$ cat config.mk
export PLATFORM = sky130hd
export DESIGN_NAME = clock_replacement_cache
export DESIGN_NICKNAME = d
export VERILOG_FILES = /design/src/hdl/ccr_pkg.sv /design/src/hdl/ccr_ram.sv /design/src/hdl/ccr_scan.sv /design/src/hdl/clock_replacement_cache.sv
export SDC_FILE = /design/constraint.sdc
export NUM_CORES = 1
export LEC_CHECK = 0
export ABC_AREA = 1
export BUFFER_PORTS_ARGS = -buffer_cell sky130_fd_sc_hd__buf_2
export CORE_UTILIZATION = 30
export DETAILED_ROUTE_END_ITERATION = 12
export PLACE_DENSITY = 0.47
export SKIP_CTS_REPAIR_TIMING = 1
export SYNTH_ARGS = -nofsm -noshare
export SYNTH_HDL_FRONTEND = slang
export SYNTH_HIERARCHICAL = 1
export SYNTH_SLANG_ARGS = --single-unit
export TNS_END_PERCENT = 50
$ cat constraint.sdc
create_clock -name clock -period 16.45 [get_ports clock]
set_input_delay 0.8225 -clock clock [delete_from_list [all_inputs] [get_ports clock]]
set_output_delay 0.8225 -clock clock [all_outputs]
set_load 0.02 [all_outputs]
$ cat src/hdl/ccr_pkg.sv
// Shared types and constants for the clock replacement cache.
// No dependencies; used by ccr_scan and clock_replacement_cache.
`timescale 1ns / 1ps

package ccr_pkg;

   localparam int DEFAULT_MAX_SLOTS = 16;
   localparam int DATA_W            = 32;
   localparam int CAPACITY_W        = 5;
   localparam logic [CAPACITY_W-1:0] CAPACITY_RESET = 5'd16;

   // request kinds carried on req_tuser
   localparam logic REQ_GET = 1'b0;
   localparam logic REQ_PUT = 1'b1;

   typedef enum logic [1:0] {
      ST_IDLE,
      ST_SCAN,
      ST_SWEEP,
      ST_FINISH
   } state_type;

   // lookup status handed from the scan unit to the sequencer
   typedef struct packed {
      logic done;
      logic hit;
   } scan_status_type;

endpackage

$ cat src/hdl/ccr_ram.sv
// Generic simple dual-port RAM: one write port, one read port, registered read.
// No dependencies.
`timescale 1ns / 1ps

module ccr_ram #(
   parameter  int WIDTH  = 32,
   parameter  int DEPTH  = 16,
   localparam int ADDR_W = (DEPTH > 1) ? $clog2(DEPTH) : 1
) (
   input  logic              clock,
   input  logic              wr_en,
   input  logic [ADDR_W-1:0] wr_addr,
   input  logic [WIDTH-1:0]  wr_data,
   input  logic              rd_en,
   input  logic [ADDR_W-1:0] rd_addr,
   output logic [WIDTH-1:0]  rd_data
);

   logic [WIDTH-1:0] mem_ff [DEPTH];
   logic [WIDTH-1:0] rd_data_ff;

   always_ff @(posedge clock) begin
      if (wr_en) begin
         mem_ff[wr_addr] <= wr_data;
      end
      if (rd_en) begin
         rd_data_ff <= mem_ff[rd_addr];
      end
   end

   assign rd_data = rd_data_ff;

endmodule

$ cat src/hdl/ccr_scan.sv
// Key scan unit: walks the filled slots one per cycle through a single
// 32-bit comparator. Depends on ccr_pkg; drives the read port of the key RAM.
`timescale 1ns / 1ps

module ccr_scan #(
   parameter  int MAX_SLOTS = ccr_pkg::DEFAULT_MAX_SLOTS,
   localparam int IDX_W     = (MAX_SLOTS > 1) ? $clog2(MAX_SLOTS) : 1,
   localparam int CNT_W     = $clog2(MAX_SLOTS + 1)
) (
   input  logic                         clock,
   input  logic                         reset,
   input  logic                         start,
   input  logic [CNT_W-1:0]             limit,
   input  logic [ccr_pkg::DATA_W-1:0]   key,
   input  logic [ccr_pkg::DATA_W-1:0]   key_rdata,
   output logic                         rd_en,
   output logic [IDX_W-1:0]             rd_addr,
   output logic [IDX_W-1:0]             slot,
   output ccr_pkg::scan_status_type     status
);

   logic             busy_ff, busy_in;
   logic [CNT_W-1:0] rd_idx_ff, rd_idx_in;
   logic             cmp_vld_ff, cmp_vld_in;
   logic [IDX_W-1:0] cmp_idx_ff, cmp_idx_in;
   logic             issue;
   logic             match;
   logic             done;

   assign issue   = busy_ff && (rd_idx_ff < limit);
   assign rd_en   = issue;
   assign rd_addr = rd_idx_ff[IDX_W-1:0];
   assign match   = cmp_vld_ff && (key_rdata == key);
   assign done    = busy_ff && (match || (!issue && !cmp_vld_ff));

   always_comb begin
      busy_in    = busy_ff;
      rd_idx_in  = rd_idx_ff;
      cmp_vld_in = 1'b0;
      cmp_idx_in = cmp_idx_ff;
      if (start) begin
         busy_in   = 1'b1;
         rd_idx_in = '0;
      end else if (busy_ff) begin
         if (done) begin
            busy_in = 1'b0;
         end else begin
            cmp_vld_in = issue;
            cmp_idx_in = rd_addr;
            if (issue) begin
               rd_idx_in = rd_idx_ff + CNT_W'(1);
            end
         end
      end
   end

   always_ff @(posedge clock) begin
      if (reset) begin
         busy_ff    <= 1'b0;
         cmp_vld_ff <= 1'b0;
      end else begin
         busy_ff    <= busy_in;
         cmp_vld_ff <= cmp_vld_in;
      end
      rd_idx_ff  <= rd_idx_in;
      cmp_idx_ff <= cmp_idx_in;
   end

   assign slot        = cmp_idx_ff;
   assign status.done = done;
   assign status.hit  = match;

endmodule

$ cat src/hdl/clock_replacement_cache.sv
// Top level of the fully associative key/value cache with CLOCK replacement.
// Depends on ccr_pkg, ccr_ram (key and value stores) and ccr_scan (lookup).
`timescale 1ns / 1ps

// One request transfer is taken at a time; req_tready is high only while the
// sequencer is idle. Every request gives exactly one response transfer. The
// lookup walks the filled slots through one shared key comparator, one slot
// per cycle, reading keys and values from RAM with a registered read. A put
// that misses on a full cache then runs the clock hand, one reference bit per
// cycle, until it reaches a slot whose reference bit is clear. The response
// sits in an output register, so a new request is taken while it waits; the
// next response waits until that one is transferred. capacity (csr_wdata) is
// clamped to MAX_SLOTS and may be written only while idle; csr_ready is
// always high. The hit and access counts cover gets only and saturate at all
// ones.

module clock_replacement_cache #(
   parameter int MAX_SLOTS = ccr_pkg::DEFAULT_MAX_SLOTS
) (
   input  logic                              clock,
   input  logic                              reset,
   // request channel
   input  logic                              req_tvalid,
   output logic                              req_tready,
   input  logic [2*ccr_pkg::DATA_W-1:0]      req_tdata,   // key, write_value
   input  logic                              req_tuser,   // req_type
   // response channel
   output logic                              rsp_tvalid,
   input  logic                              rsp_tready,
   output logic [3*ccr_pkg::DATA_W-1:0]      rsp_tdata,   // read_value, hit_total,
                                                          // access_total
   output logic                              rsp_tuser,   // hit
   // capacity register write
   input  logic                              csr_valid,
   output logic                              csr_ready,
   input  logic [ccr_pkg::CAPACITY_W-1:0]    csr_wdata    // capacity
);

   localparam int IDX_W = (MAX_SLOTS > 1) ? $clog2(MAX_SLOTS) : 1;
   localparam int CNT_W = $clog2(MAX_SLOTS + 1);
   localparam int CAP_W = (CNT_W > ccr_pkg::CAPACITY_W) ? CNT_W : ccr_pkg::CAPACITY_W;
   localparam int DW    = ccr_pkg::DATA_W;

   ccr_pkg::state_type state_ff, state_in;

   logic [ccr_pkg::CAPACITY_W-1:0] capacity_ff;
   logic [CNT_W-1:0]     fill_ff, fill_in;
   logic [IDX_W-1:0]     hand_ff, hand_in;
   logic [MAX_SLOTS-1:0] ref_ff, ref_in;
   logic [DW-1:0]        hit_cnt_ff, hit_cnt_in;
   logic [DW-1:0]        acc_cnt_ff, acc_cnt_in;

   // latched request and lookup result
   logic          req_put_ff, req_put_in;
   logic [DW-1:0] req_key_ff, req_key_in;
   logic [DW-1:0] req_val_ff, req_val_in;
   logic          hit_ff, hit_in;
   logic [DW-1:0] rd_val_ff, rd_val_in;

   // response register
   logic          rsp_valid_ff, rsp_valid_in;
   logic          rsp_hit_ff, rsp_hit_in;
   logic [DW-1:0] rsp_rd_ff, rsp_rd_in;

   // RAM and scan hookup
   logic             key_we, val_we;
   logic [IDX_W-1:0] wr_addr;
   logic             scan_start;
   logic             rd_en;
   logic [IDX_W-1:0] rd_addr;
   logic [IDX_W-1:0] scan_slot;
   logic [DW-1:0]    key_rdata, val_rdata;
   ccr_pkg::scan_status_type scan_status;

   logic             req_xfer;
   logic             rsp_free;
   logic [CNT_W-1:0] eff_cap;
   logic [CNT_W-1:0] eff_m1;
   logic [IDX_W-1:0] hand_step;

   assign req_tready = (state_ff == ccr_pkg::ST_IDLE);
   assign req_xfer   = req_tvalid && req_tready;
   assign rsp_free   = !rsp_valid_ff || rsp_tready;
   assign csr_ready  = 1'b1;

   // capacity clamped to the slot count
   assign eff_cap = (CAP_W'(capacity_ff) > CAP_W'(MAX_SLOTS)) ? CNT_W'(MAX_SLOTS)
                                                              : CNT_W'(capacity_ff);
   assign eff_m1  = eff_cap - CNT_W'(1);
   // hand moves downward and wraps from 0 to capacity - 1
   assign hand_step = (hand_ff == '0) ? eff_m1[IDX_W-1:0] : hand_ff - IDX_W'(1);

   ccr_ram #(.WIDTH(DW), .DEPTH(MAX_SLOTS)) u_key_ram (
      .clock   (clock),
      .wr_en   (key_we),
      .wr_addr (wr_addr),
      .wr_data (req_key_ff),
      .rd_en   (rd_en),
      .rd_addr (rd_addr),
      .rd_data (key_rdata)
   );

   ccr_ram #(.WIDTH(DW), .DEPTH(MAX_SLOTS)) u_val_ram (
      .clock   (clock),
      .wr_en   (val_we),
      .wr_addr (wr_addr),
      .wr_data (req_val_ff),
      .rd_en   (rd_en),
      .rd_addr (rd_addr),
      .rd_data (val_rdata)
   );

   ccr_scan #(.MAX_SLOTS(MAX_SLOTS)) u_scan (
      .clock     (clock),
      .reset     (reset),
      .start     (scan_start),
      .limit     (fill_ff),
      .key       (req_key_ff),
      .key_rdata (key_rdata),
      .rd_en     (rd_en),
      .rd_addr   (rd_addr),
      .slot      (scan_slot),
      .status    (scan_status)
   );

   // next state
   always_comb begin
      state_in = state_ff;
      unique case (state_ff)
         ccr_pkg::ST_IDLE: begin
            if (req_xfer) begin
               state_in = ccr_pkg::ST_SCAN;
            end
         end
         ccr_pkg::ST_SCAN: begin
            if (scan_status.done) begin
               if (req_put_ff == ccr_pkg::REQ_PUT && !scan_status.hit &&
                   !(fill_ff < eff_cap) && eff_cap != '0) begin
                  state_in = ccr_pkg::ST_SWEEP;
               end else begin
                  state_in = ccr_pkg::ST_FINISH;
               end
            end
         end
         ccr_pkg::ST_SWEEP: begin
            if (!ref_ff[hand_ff]) begin
               state_in = ccr_pkg::ST_FINISH;
            end
         end
         ccr_pkg::ST_FINISH: begin
            if (rsp_free) begin
               state_in = ccr_pkg::ST_IDLE;
            end
         end
         default: state_in = ccr_pkg::ST_IDLE;
      endcase
   end

   // datapath and outputs
   always_comb begin
      scan_start   = 1'b0;
      key_we       = 1'b0;
      val_we       = 1'b0;
      wr_addr      = scan_slot;
      fill_in      = fill_ff;
      hand_in      = hand_ff;
      ref_in       = ref_ff;
      hit_cnt_in   = hit_cnt_ff;
      acc_cnt_in   = acc_cnt_ff;
      req_put_in   = req_put_ff;
      req_key_in   = req_key_ff;
      req_val_in   = req_val_ff;
      hit_in       = hit_ff;
      rd_val_in    = rd_val_ff;
      rsp_valid_in = rsp_valid_ff && !rsp_tready;
      rsp_hit_in   = rsp_hit_ff;
      rsp_rd_in    = rsp_rd_ff;

      unique case (state_ff)
         ccr_pkg::ST_IDLE: begin
            if (req_xfer) begin
               scan_start = 1'b1;
               req_put_in = req_tuser;
               req_key_in = req_tdata[DW-1:0];
               req_val_in = req_tdata[2*DW-1:DW];
            end
         end
         ccr_pkg::ST_SCAN: begin
            if (scan_status.done) begin
               hit_in    = scan_status.hit;
               rd_val_in = '0;
               if (scan_status.hit) begin
                  ref_in[scan_slot] = 1'b1;
                  if (req_put_ff == ccr_pkg::REQ_PUT) begin
                     val_we = 1'b1;
                  end else begin
                     rd_val_in = val_rdata;
                  end
               end else if (req_put_ff == ccr_pkg::REQ_PUT) begin
                  if (fill_ff < eff_cap) begin
                     // still filling: take the next free slot
                     key_we            = 1'b1;
                     val_we            = 1'b1;
                     wr_addr           = fill_ff[IDX_W-1:0];
                     ref_in[wr_addr]   = 1'b1;
                     fill_in           = fill_ff + CNT_W'(1);
                  end else if (eff_cap != '0) begin
                     // hand left beyond a lowered capacity is pulled back
                     if (CNT_W'(hand_ff) >= eff_cap) begin
                        hand_in = eff_m1[IDX_W-1:0];
                     end
                  end
               end
            end
         end
         ccr_pkg::ST_SWEEP: begin
            wr_addr = hand_ff;
            hand_in = hand_step;
            if (!ref_ff[hand_ff]) begin
               key_we          = 1'b1;
               val_we          = 1'b1;
               ref_in[hand_ff] = 1'b1;
            end else begin
               ref_in[hand_ff] = 1'b0;   // second chance
            end
         end
         ccr_pkg::ST_FINISH: begin
            if (rsp_free) begin
               rsp_valid_in = 1'b1;
               rsp_hit_in   = hit_ff;
               rsp_rd_in    = rd_val_ff;
               if (req_put_ff == ccr_pkg::REQ_GET) begin
                  if (acc_cnt_ff != '1) begin
                     acc_cnt_in = acc_cnt_ff + DW'(1);
                  end
                  if (hit_ff && hit_cnt_ff != '1) begin
                     hit_cnt_in = hit_cnt_ff + DW'(1);
                  end
               end
            end
         end
         default: begin
         end
      endcase
   end

   always_ff @(posedge clock) begin
      if (reset) begin
         state_ff     <= ccr_pkg::ST_IDLE;
         capacity_ff  <= ccr_pkg::CAPACITY_RESET;
         fill_ff      <= '0;
         hand_ff      <= '0;
         ref_ff       <= '0;
         hit_cnt_ff   <= '0;
         acc_cnt_ff   <= '0;
         rsp_valid_ff <= 1'b0;
      end else begin
         state_ff     <= state_in;
         if (csr_valid && csr_ready) begin
            capacity_ff <= csr_wdata;
         end
         fill_ff      <= fill_in;
         hand_ff      <= hand_in;
         ref_ff       <= ref_in;
         hit_cnt_ff   <= hit_cnt_in;
         acc_cnt_ff   <= acc_cnt_in;
         rsp_valid_ff <= rsp_valid_in;
      end
      req_put_ff <= req_put_in;
      req_key_ff <= req_key_in;
      req_val_ff <= req_val_in;
      hit_ff     <= hit_in;
      rd_val_ff  <= rd_val_in;
      rsp_hit_ff <= rsp_hit_in;
      rsp_rd_ff  <= rsp_rd_in;
   end

   assign rsp_tvalid = rsp_valid_ff;
   assign rsp_tuser  = rsp_hit_ff;
   assign rsp_tdata  = {acc_cnt_ff, hit_cnt_ff, rsp_rd_ff};

`ifndef NO_ASSERTIONS
   // a response only appears out of the finish step
   a_rsp_from_finish: assert property (@(posedge clock) disable iff (reset)
      $rose(rsp_valid_ff) |-> $past(state_ff == ccr_pkg::ST_FINISH))
      else $error("response raised outside finish");

   // the fill count only moves at the end of a lookup
   a_fill_stable: assert property (@(posedge clock) disable iff (reset)
      (state_ff != ccr_pkg::ST_SCAN) |=> $stable(fill_ff))
      else $error("fill count changed outside lookup");

   // the hand stays inside the active slots while sweeping
   a_hand_range: assert property (@(posedge clock) disable iff (reset)
      (state_ff == ccr_pkg::ST_SWEEP) |-> (CNT_W'(hand_ff) < eff_cap))
      else $error("clock hand beyond capacity");

   // fill count never runs past the slot count
   a_fill_max: assert property (@(posedge clock) disable iff (reset)
      CAP_W'(fill_ff) <= CAP_W'(MAX_SLOTS))
      else $error("fill count overflow");
`endif

endmodule
==> results of run 1 <==
==> sequential cells by signal, indices dropped and copies added, names as in the netlist, named ones only <==
signal,flops
acc_cnt_ff,32
capacity_ff,5
fill_ff,5
hand_ff,4
hit_cnt_ff,32
hit_ff,1
rd_val_ff,32
req_key_ff,32
req_put_ff,1
req_val_ff,32
rsp_rd_ff,32
rsp_tuser,1
rsp_tvalid,1
state_ff,2
u_key_ram/mem_ff,512
u_key_ram/rd_data,32
u_scan/busy_ff,1
u_scan/cmp_vld_ff,1
u_scan/rd_idx_ff,5
u_scan/slot,4
u_val_ram/mem_ff,512
u_val_ram/rd_data,32
==> cells in the final DEF, fill, tap and decap left out, types with 9 or more instances in the layout <==
| cell type | netlist | final |
|---|---|---|
| nand3_1 | 846 | 846 |
| nor2_1 | 231 | 198 |
| nor3_1 | 37 | 37 |
| clkinv_2 | 0 | 15 |
| nand2_1 | 1771 | 1770 |
| bufinv_16 | 0 | 9 |
| nor2_4 | 3 | 36 |
| nor2_2 | 10 | 10 |
| o21ai_0 | 53 | 53 |
| ha_1 | 29 | 29 |
| xnor2_1 | 30 | 30 |
| edfxtp_1 | 1223 | 1223 |
| buf_4 | 25 | 70 |
| nand4_1 | 23 | 23 |
| xor2_1 | 38 | 38 |
| nand3b_1 | 24 | 24 |
| clkbuf_1 | 48 | 42 |
| inv_1 | 993 | 987 |
| buf_2 | 87 | 173 |
| inv_2 | 6 | 9 |
| clkinv_1 | 1 | 34 |
| dfxtp_1 | 104 | 100 |
| a21oi_1 | 103 | 102 |
| clkbuf_16 | 0 | 154 |
| o22ai_1 | 14 | 14 |
==> stage by stage <==
step,instances,power [mW]
floorplan,5846,4.866
global placement,8460,5.259
detailed placement,8460,5.268
CTS,8736,8.608
global route,8737,8.857
finish,8737,8.475
==> how the worst max path moves through the flow <==
stage                   start  slack, ns                  endpoint
2_1_floorplan      fill_ff[4]      10.64   u_key_ram/mem_ff[10][0]
3_3_place_gp   req_key_ff[24]      10.84  u_val_ram/mem_ff[15][15]
3_5_place_dp   req_key_ff[12]      10.75  u_val_ram/mem_ff[15][15]
4_1_cts        req_key_ff[24]      10.76  u_val_ram/mem_ff[15][13]
5_1_grt        req_key_ff[12]      10.38  u_val_ram/mem_ff[15][13]
6_report       req_key_ff[24]      10.86   u_val_ram/mem_ff[4][20]
==> synthesized netlist by cell type, drive strengths merged, types with 2 or more instances <==
library cell and number:
and3 2, buf 207, nor4 2, ha 29, nand3b 24, dfxtp 104, o31ai 5, nand3 852
xor2 38, o211ai 3, edfxtp 1223, inv 1001, o2111ai 4, a21boi 4, a21oi 103, nand2 1774
xnor2 32, o22ai 14, clkbuf 48, nand4 23, nor3 44, nor2 244, and2 3, o21ai 55
==> power by group through the flow <==
stage,Combinational [mW],Clock [mW],Sequential (mW)
CTS,1.02,3.41,4.19
global route,1.12,3.53,4.21
global placement,1.01,0,4.25
floorplan,0.689,0,4.18
finish,0.998,3.30,4.18
detailed placement,1.01,0,4.26
==> logic make-up after synthesis <==
| group | share of synthesized area [%] |
|---|---|
| simple gates | 21.34 |
| flops | 65.92 |
| buf+inv | 9.239 |
| compound gates | 1.798 |
| xor+xnor | 1.067 |
| fa+ha+maj | 0.6163 |
| other cells | 0.006370 |
| mux | 0.01913 |
==> layer usage <==
layer	global-route usage (%)	vias to the layer above	part of all wire [%]	wire length, um
met1	21.15	19142	45	71880
li1	-	19236	-	-
met2	27.94	760	50	80050
met4	3.671	2	1.7	2797
met3	2.480	181	3.9	6288
met5	0	-	0.0081	13
==> area by class of cell <==
cell class / count / share of cell area [%]
diodes: 1 / 0.003732
repair buffers: 245 / 2.134
flip-flops and latches: 1327 / 57.89
clock buffers: 199 / 6.043
multi-input cells: 3262 / 22.19
well taps: 2624 / 4.896
clock inverters: 77 / 1.202
inverters: 1002 / 5.642
==> impl_metrics.yaml, run 1 <==
run_status:
  status: "finished, final reports clean"
synth:
  yosys.area.top_type: "edfxtp_1"
  ys_seq_elements: 1327
  synth_top_flop_cell: "edfxtp_1"
  syn-cell-area_sq_um: 58870
  ys_top_cells_by_area: "edfxtp_1 62%, nand2_1 11%, nand3_1 7.2%"
  postSynthCellCount: 5846
  ys_seq_area_share_pct: 65.92
  syn_nets: 5950
  synth_top_area_share_pct: 62.38
  synth_edf_count: 1223
  syn-mean-instance-area_sq_um: 10.07
  ys_async_sr_fraction_pct: 0
  synth.distinct_cells: 47
  ys_warn_count: 6
sta:
  fin_hold_ws_ns: 0.1850
  fin_ws_ns: 10.86
  period_share_pct: 33.97
  fmax_ghz: 0.1789
  finalSetupViolCount: 0
  clock_skew_ns: 0.04914
  tightestPinTransition_ns: 1.039
  maxSlewViolCount: 0
  layout_min_cycle_time_ns: 5.589
  hold_viol_final: 0
  slew-limit-headroom_pct: 30.71
  setup_tns_ns: 0
  rsz0062_at_grt: "false"
power:
  seqPwrFrac_pct: 49.3
  power_frac_comb_pct: 11.8
  p_switching_mw: 2.331
  ir_drop_v: 0.00006863
  p_sw_share_pct: 27.51
  cellPowerDensity_nw_per_um2: 126.4
  internal_power_mw: 6.144
  p_leak_nw: 27.09
  pwr-share-clk_pct: 38.9
route:
  drtPass1Iterations: 6
  vias_per_cell: 4.501
  drtIter0Drc: 2859
  drt-wirelength-per-cell_um: 18.43
  via_count: 39321
  antenna_left: 0
  drc: 0
  routed_wl_mm: 161.0
grt:
  grt.overflow.total: 0
  grt_pass1_wl_mm: 242.6
  grt_max_degree: 186
  grt_pass1_vias: 37885
  antenna_found_initial: 9
  track_usage_pct: 16.14
worst_setup_path:
  reg2reg_from: "req_key_ff[24]"
  start_kind: "flip-flop"
  reg2reg_to: "u_val_ram/mem_ff[4][20]"
  worst_setup_path_end_kind: "flip-flop"
  rr_worst_depth: 16
  path_common_cell: "nand2_1"
  cp_slowest_cell: "inv_2"
  required_ns: 16.91
  worstPathMaxFanout: 35
  crit_family: "simple AND/OR/NAND/NOR gates"
  arrival_ns: 6.05
  critical_path_depth: 16
  r2r_slack_ns: 10.86
  max_stage_delay_ns: 0.71
  worstPathBufferInverterCount: 2
  path_cells: "xnor2_1 > nand2_1 > nor2_1 > nand2_1 > nor2_1 > nand2_1 > nand2_1 > nand2_1 > nor2_1 > nand2_1 > inv_2 > o211ai_1 > a21oi_1 > nand3b_1 > nor2_4 > buf_4"
  crit_type: "flip-flop to flip-flop"
placed_design:
  place_ws_ns: 10.75
  postPlaceCellArea_sq_um: 62200
  post-dp-hpwl_mm: 93.40
  place_congestion: 0.8512
  numPortBuffers: 173
cts:
  clock_sinks: 1327
  worstSkewPairLatency_ns: 0.81
  numCtsBuffers: 153
  cts_tree: "yes"
  root_buffer: "clkbuf_16"
  clockBufferDepth: 3
  clkTransAtPathRegs_ns: 0.06
  htreeDepth: 4
floorplanning:
  die_h_um: 445.0
  io-pin-count: 175
  dieArea_sq_um: 198000
  core.rowCount: 162
  floorplan.die.width_um: 445.0
  start_util_pct: 30.19
  coreArea_sq_um: 195000
final_layout:
  area_delta_synth_final_pct: 13.91
  fin_nets: 6095
  regArea_sq_um: 38820
  final_core_util_pct: 34.39
  drive_gt1_share_pct: 8.721
  final_area_sq_um: 67060
  multi_input_area_sq_um: 14880
  n_fill_cell: 19639
flow_run:
  cap_viol_max_count: 0
min_path:
  hp-start: "req_tdata[25]"
  min_path_type: "primary input to flip-flop"
  hold_depth: 1
  min_to: "req_key_ff[25]"
Note: power is estimated with default switching activity, not from simulation.
==> inputs of run 2 (changes only) <==
--- a/config.mk
+++ b/config.mk
@@ -9,7 +9,7 @@
 export BUFFER_PORTS_ARGS = -buffer_cell sky130_fd_sc_hd__buf_2
 export CORE_UTILIZATION = 30
 export DETAILED_ROUTE_END_ITERATION = 12
-export PLACE_DENSITY = 0.47
+export PLACE_DENSITY = 0.49
 export SKIP_CTS_REPAIR_TIMING = 1
 export SYNTH_ARGS = -nofsm -noshare
 export SYNTH_HDL_FRONTEND = slang
==> constraint.sdc (replaced) <==
create_clock -name clock -period 5.1 [get_ports clock]
set_input_delay 0.255 -clock clock [delete_from_list [all_inputs] [get_ports clock]]
set_output_delay 0.255 -clock clock [all_outputs]
set_load 0.02 [all_outputs]
==> impl_metrics.yaml, run 2 (synthesis results as in run 1) <==
final_layout:
  top_regs: "u_key_ram/mem_ff (512), u_val_ram/mem_ff (512)"
  fin_nets: 6222
  regArea_sq_um: 38820
  multi_input_area_sq_um: 14880
  mostFrequentLayoutCells: "1770 x nand2_1, 1223 x edfxtp_1, 987 x inv_1"
  layout_commonest_cell: "nand2_1"
  area_delta_synth_final_pct: 16.29
  n_fill_cell: 19614
  drive_gt1_share_pct: 9.536
cts:
  numCtsBuffers: 151
  htreeDepth: 4
  cts_tree: "yes"
  clockBufferDepth: 3
  clkTransAtPathRegs_ns: 0.06
  root_buffer: "clkbuf_16"
  worstSkewPairLatency_ns: 0.81
  clock_sinks: 1327
sta:
  finalSetupViolCount: 0
  slew-limit-headroom_pct: 18.66
  fmax_ghz: 0.2117
  maxSlewViolCount: 0
  tightestPinTransition_ns: 1.217
  clock_skew_ns: 0.03536
  hold_viol_final: 0
  fin_hold_ws_ns: 0.02696
  rsz0062_at_grt: "false"
  setup_tns_ns: 0
  period_share_pct: 92.60
  layout_min_cycle_time_ns: 4.723
floorplanning:
  dieArea_sq_um: 198000
  floorplan.die.width_um: 445.0
  core.rowCount: 162
  io-pin-count: 175
  coreArea_sq_um: 195000
  die_h_um: 445.0
  start_util_pct: 30.19
placed_design:
  place_congestion: 0.8802
  numPortBuffers: 173
  post-dp-hpwl_mm: 104.3
grt:
  track_usage_pct: 16.99
  grt_max_degree: 159
  antenna_found_initial: 3
  grt.overflow.total: 0
  grt_pass1_wl_mm: 254.2
  grt_pass1_vias: 38702
min_path:
  min_path_type: "primary input to flip-flop"
  hold_depth: 2
  hp-start: "reset"
worst_setup_path:
  start_kind: "flip-flop"
  required_ns: 5.50
  arrival_ns: 5.12
  rr_worst_depth: 16
  reg2reg_from: "req_key_ff[30]"
  critPathLaunch: "req_key_ff[30]"
  worst_setup_path_end_kind: "flip-flop"
  crit_type: "flip-flop to flip-flop"
  worstPathMaxFanout: 32
route:
  drtIter0Drc: 3384
  antenna_left: 0
  vias_per_cell: 4.539
  drc: 0
  routed_wl_mm: 170.1
  via_count: 40185
  drt-wirelength-per-cell_um: 19.21
  drtPass1Iterations: 6
flow_run:
  cap_viol_max_count: 0
run_status:
  status: "finished, final reports clean"
power:
  cellPowerDensity_nw_per_um2: 405.5
  ir_drop_v: 0.0003265
  p_leak_nw: 27.75
-- run 2: changes by cell type in the layout (fill, tap and decap cells not counted), sizes merged --
cell	previous run	this run
bufinv	9	12
dlygate4sd3	0	72
buf	245	302
clkbuf	199	187
clkinvlp	3	2
clkinv	59	58
inv	1008	1007
-- run 2: cell type report --
type                    count  area share (%)
inverters                1002           5.527
clock buffers             187           5.825
multi-input cells        3262           21.73
well taps                2624           4.796
flip-flops and latches   1327           56.71
diodes                      1        0.003655
repair buffers            374           4.226
clock inverters            77           1.186
-- run 2: worst max-delay path: stages (launching register included) --
cell	delay [ns]
edfxtp_1	0.65
xnor2_2	0.33
nand2_1	0.11
nor2_1	0.12
nand2_1	0.06
nor2_1	0.13
nand2_1	0.08
nand2_1	0.15
nand2_1	0.12
nor2_1	0.18
nand4_1	0.20
a21oi_1	0.33
o22ai_1	0.28
buf_4	0.23
nor2_1	0.09
nand2_1	0.24
nor2_4	1.01
-- run 2: per-stage QoR --
step / setup slack (ns) / total power [mW] / instance area (sq um) / utilization, % / instances
2_1_floorplan: -0.2831 / 15.71 / 58950 / - / 5846
3_3_place_gp: 0.4729 / 17.31 / 62940 / 32.28 / 8517
3_5_place_dp: 0.3432 / 17.34 / 62940 / 32.28 / 8517
4_1_cts: 0.3337 / 28.12 / 67740 / 34.74 / 8781
5_1_grt: 0.03559 / 28.90 / 68460 / 35.11 / 8853
6_report: 0.3772 / 27.76 / 68460 / 35.11 / 8854
-- run 2: worst paths after layout --
path              slack, ns                       to
setup / recovery       0.38  u_val_ram/mem_ff[0][11]
hold / removal         0.03           acc_cnt_ff[10]
setup reg to reg       0.38  u_val_ram/mem_ff[0][11]
hold reg to reg        0.41             rsp_rd_ff[1]
-- run 2: layer usage --
layer	up-vias	wire (um)	share of wire [%]	global-route usage, %
li1	19490	-	-	-
met1	19514	76440	45	22.86
met2	954	82330	48	28.53
met3	227	7626	4.5	2.519
met4	0	3711	2.2	4.375
met5	-	0	0	0
-- run 2: power by group --
| group | switching (mW) | internal (mW) | total [mW] |
|---|---|---|---|
| clock | 4.50 | 6.18 | 10.7 |
| sequential | 0.597 | 12.8 | 13.4 |
| combinational | 2.63 | 1.04 | 3.66 |
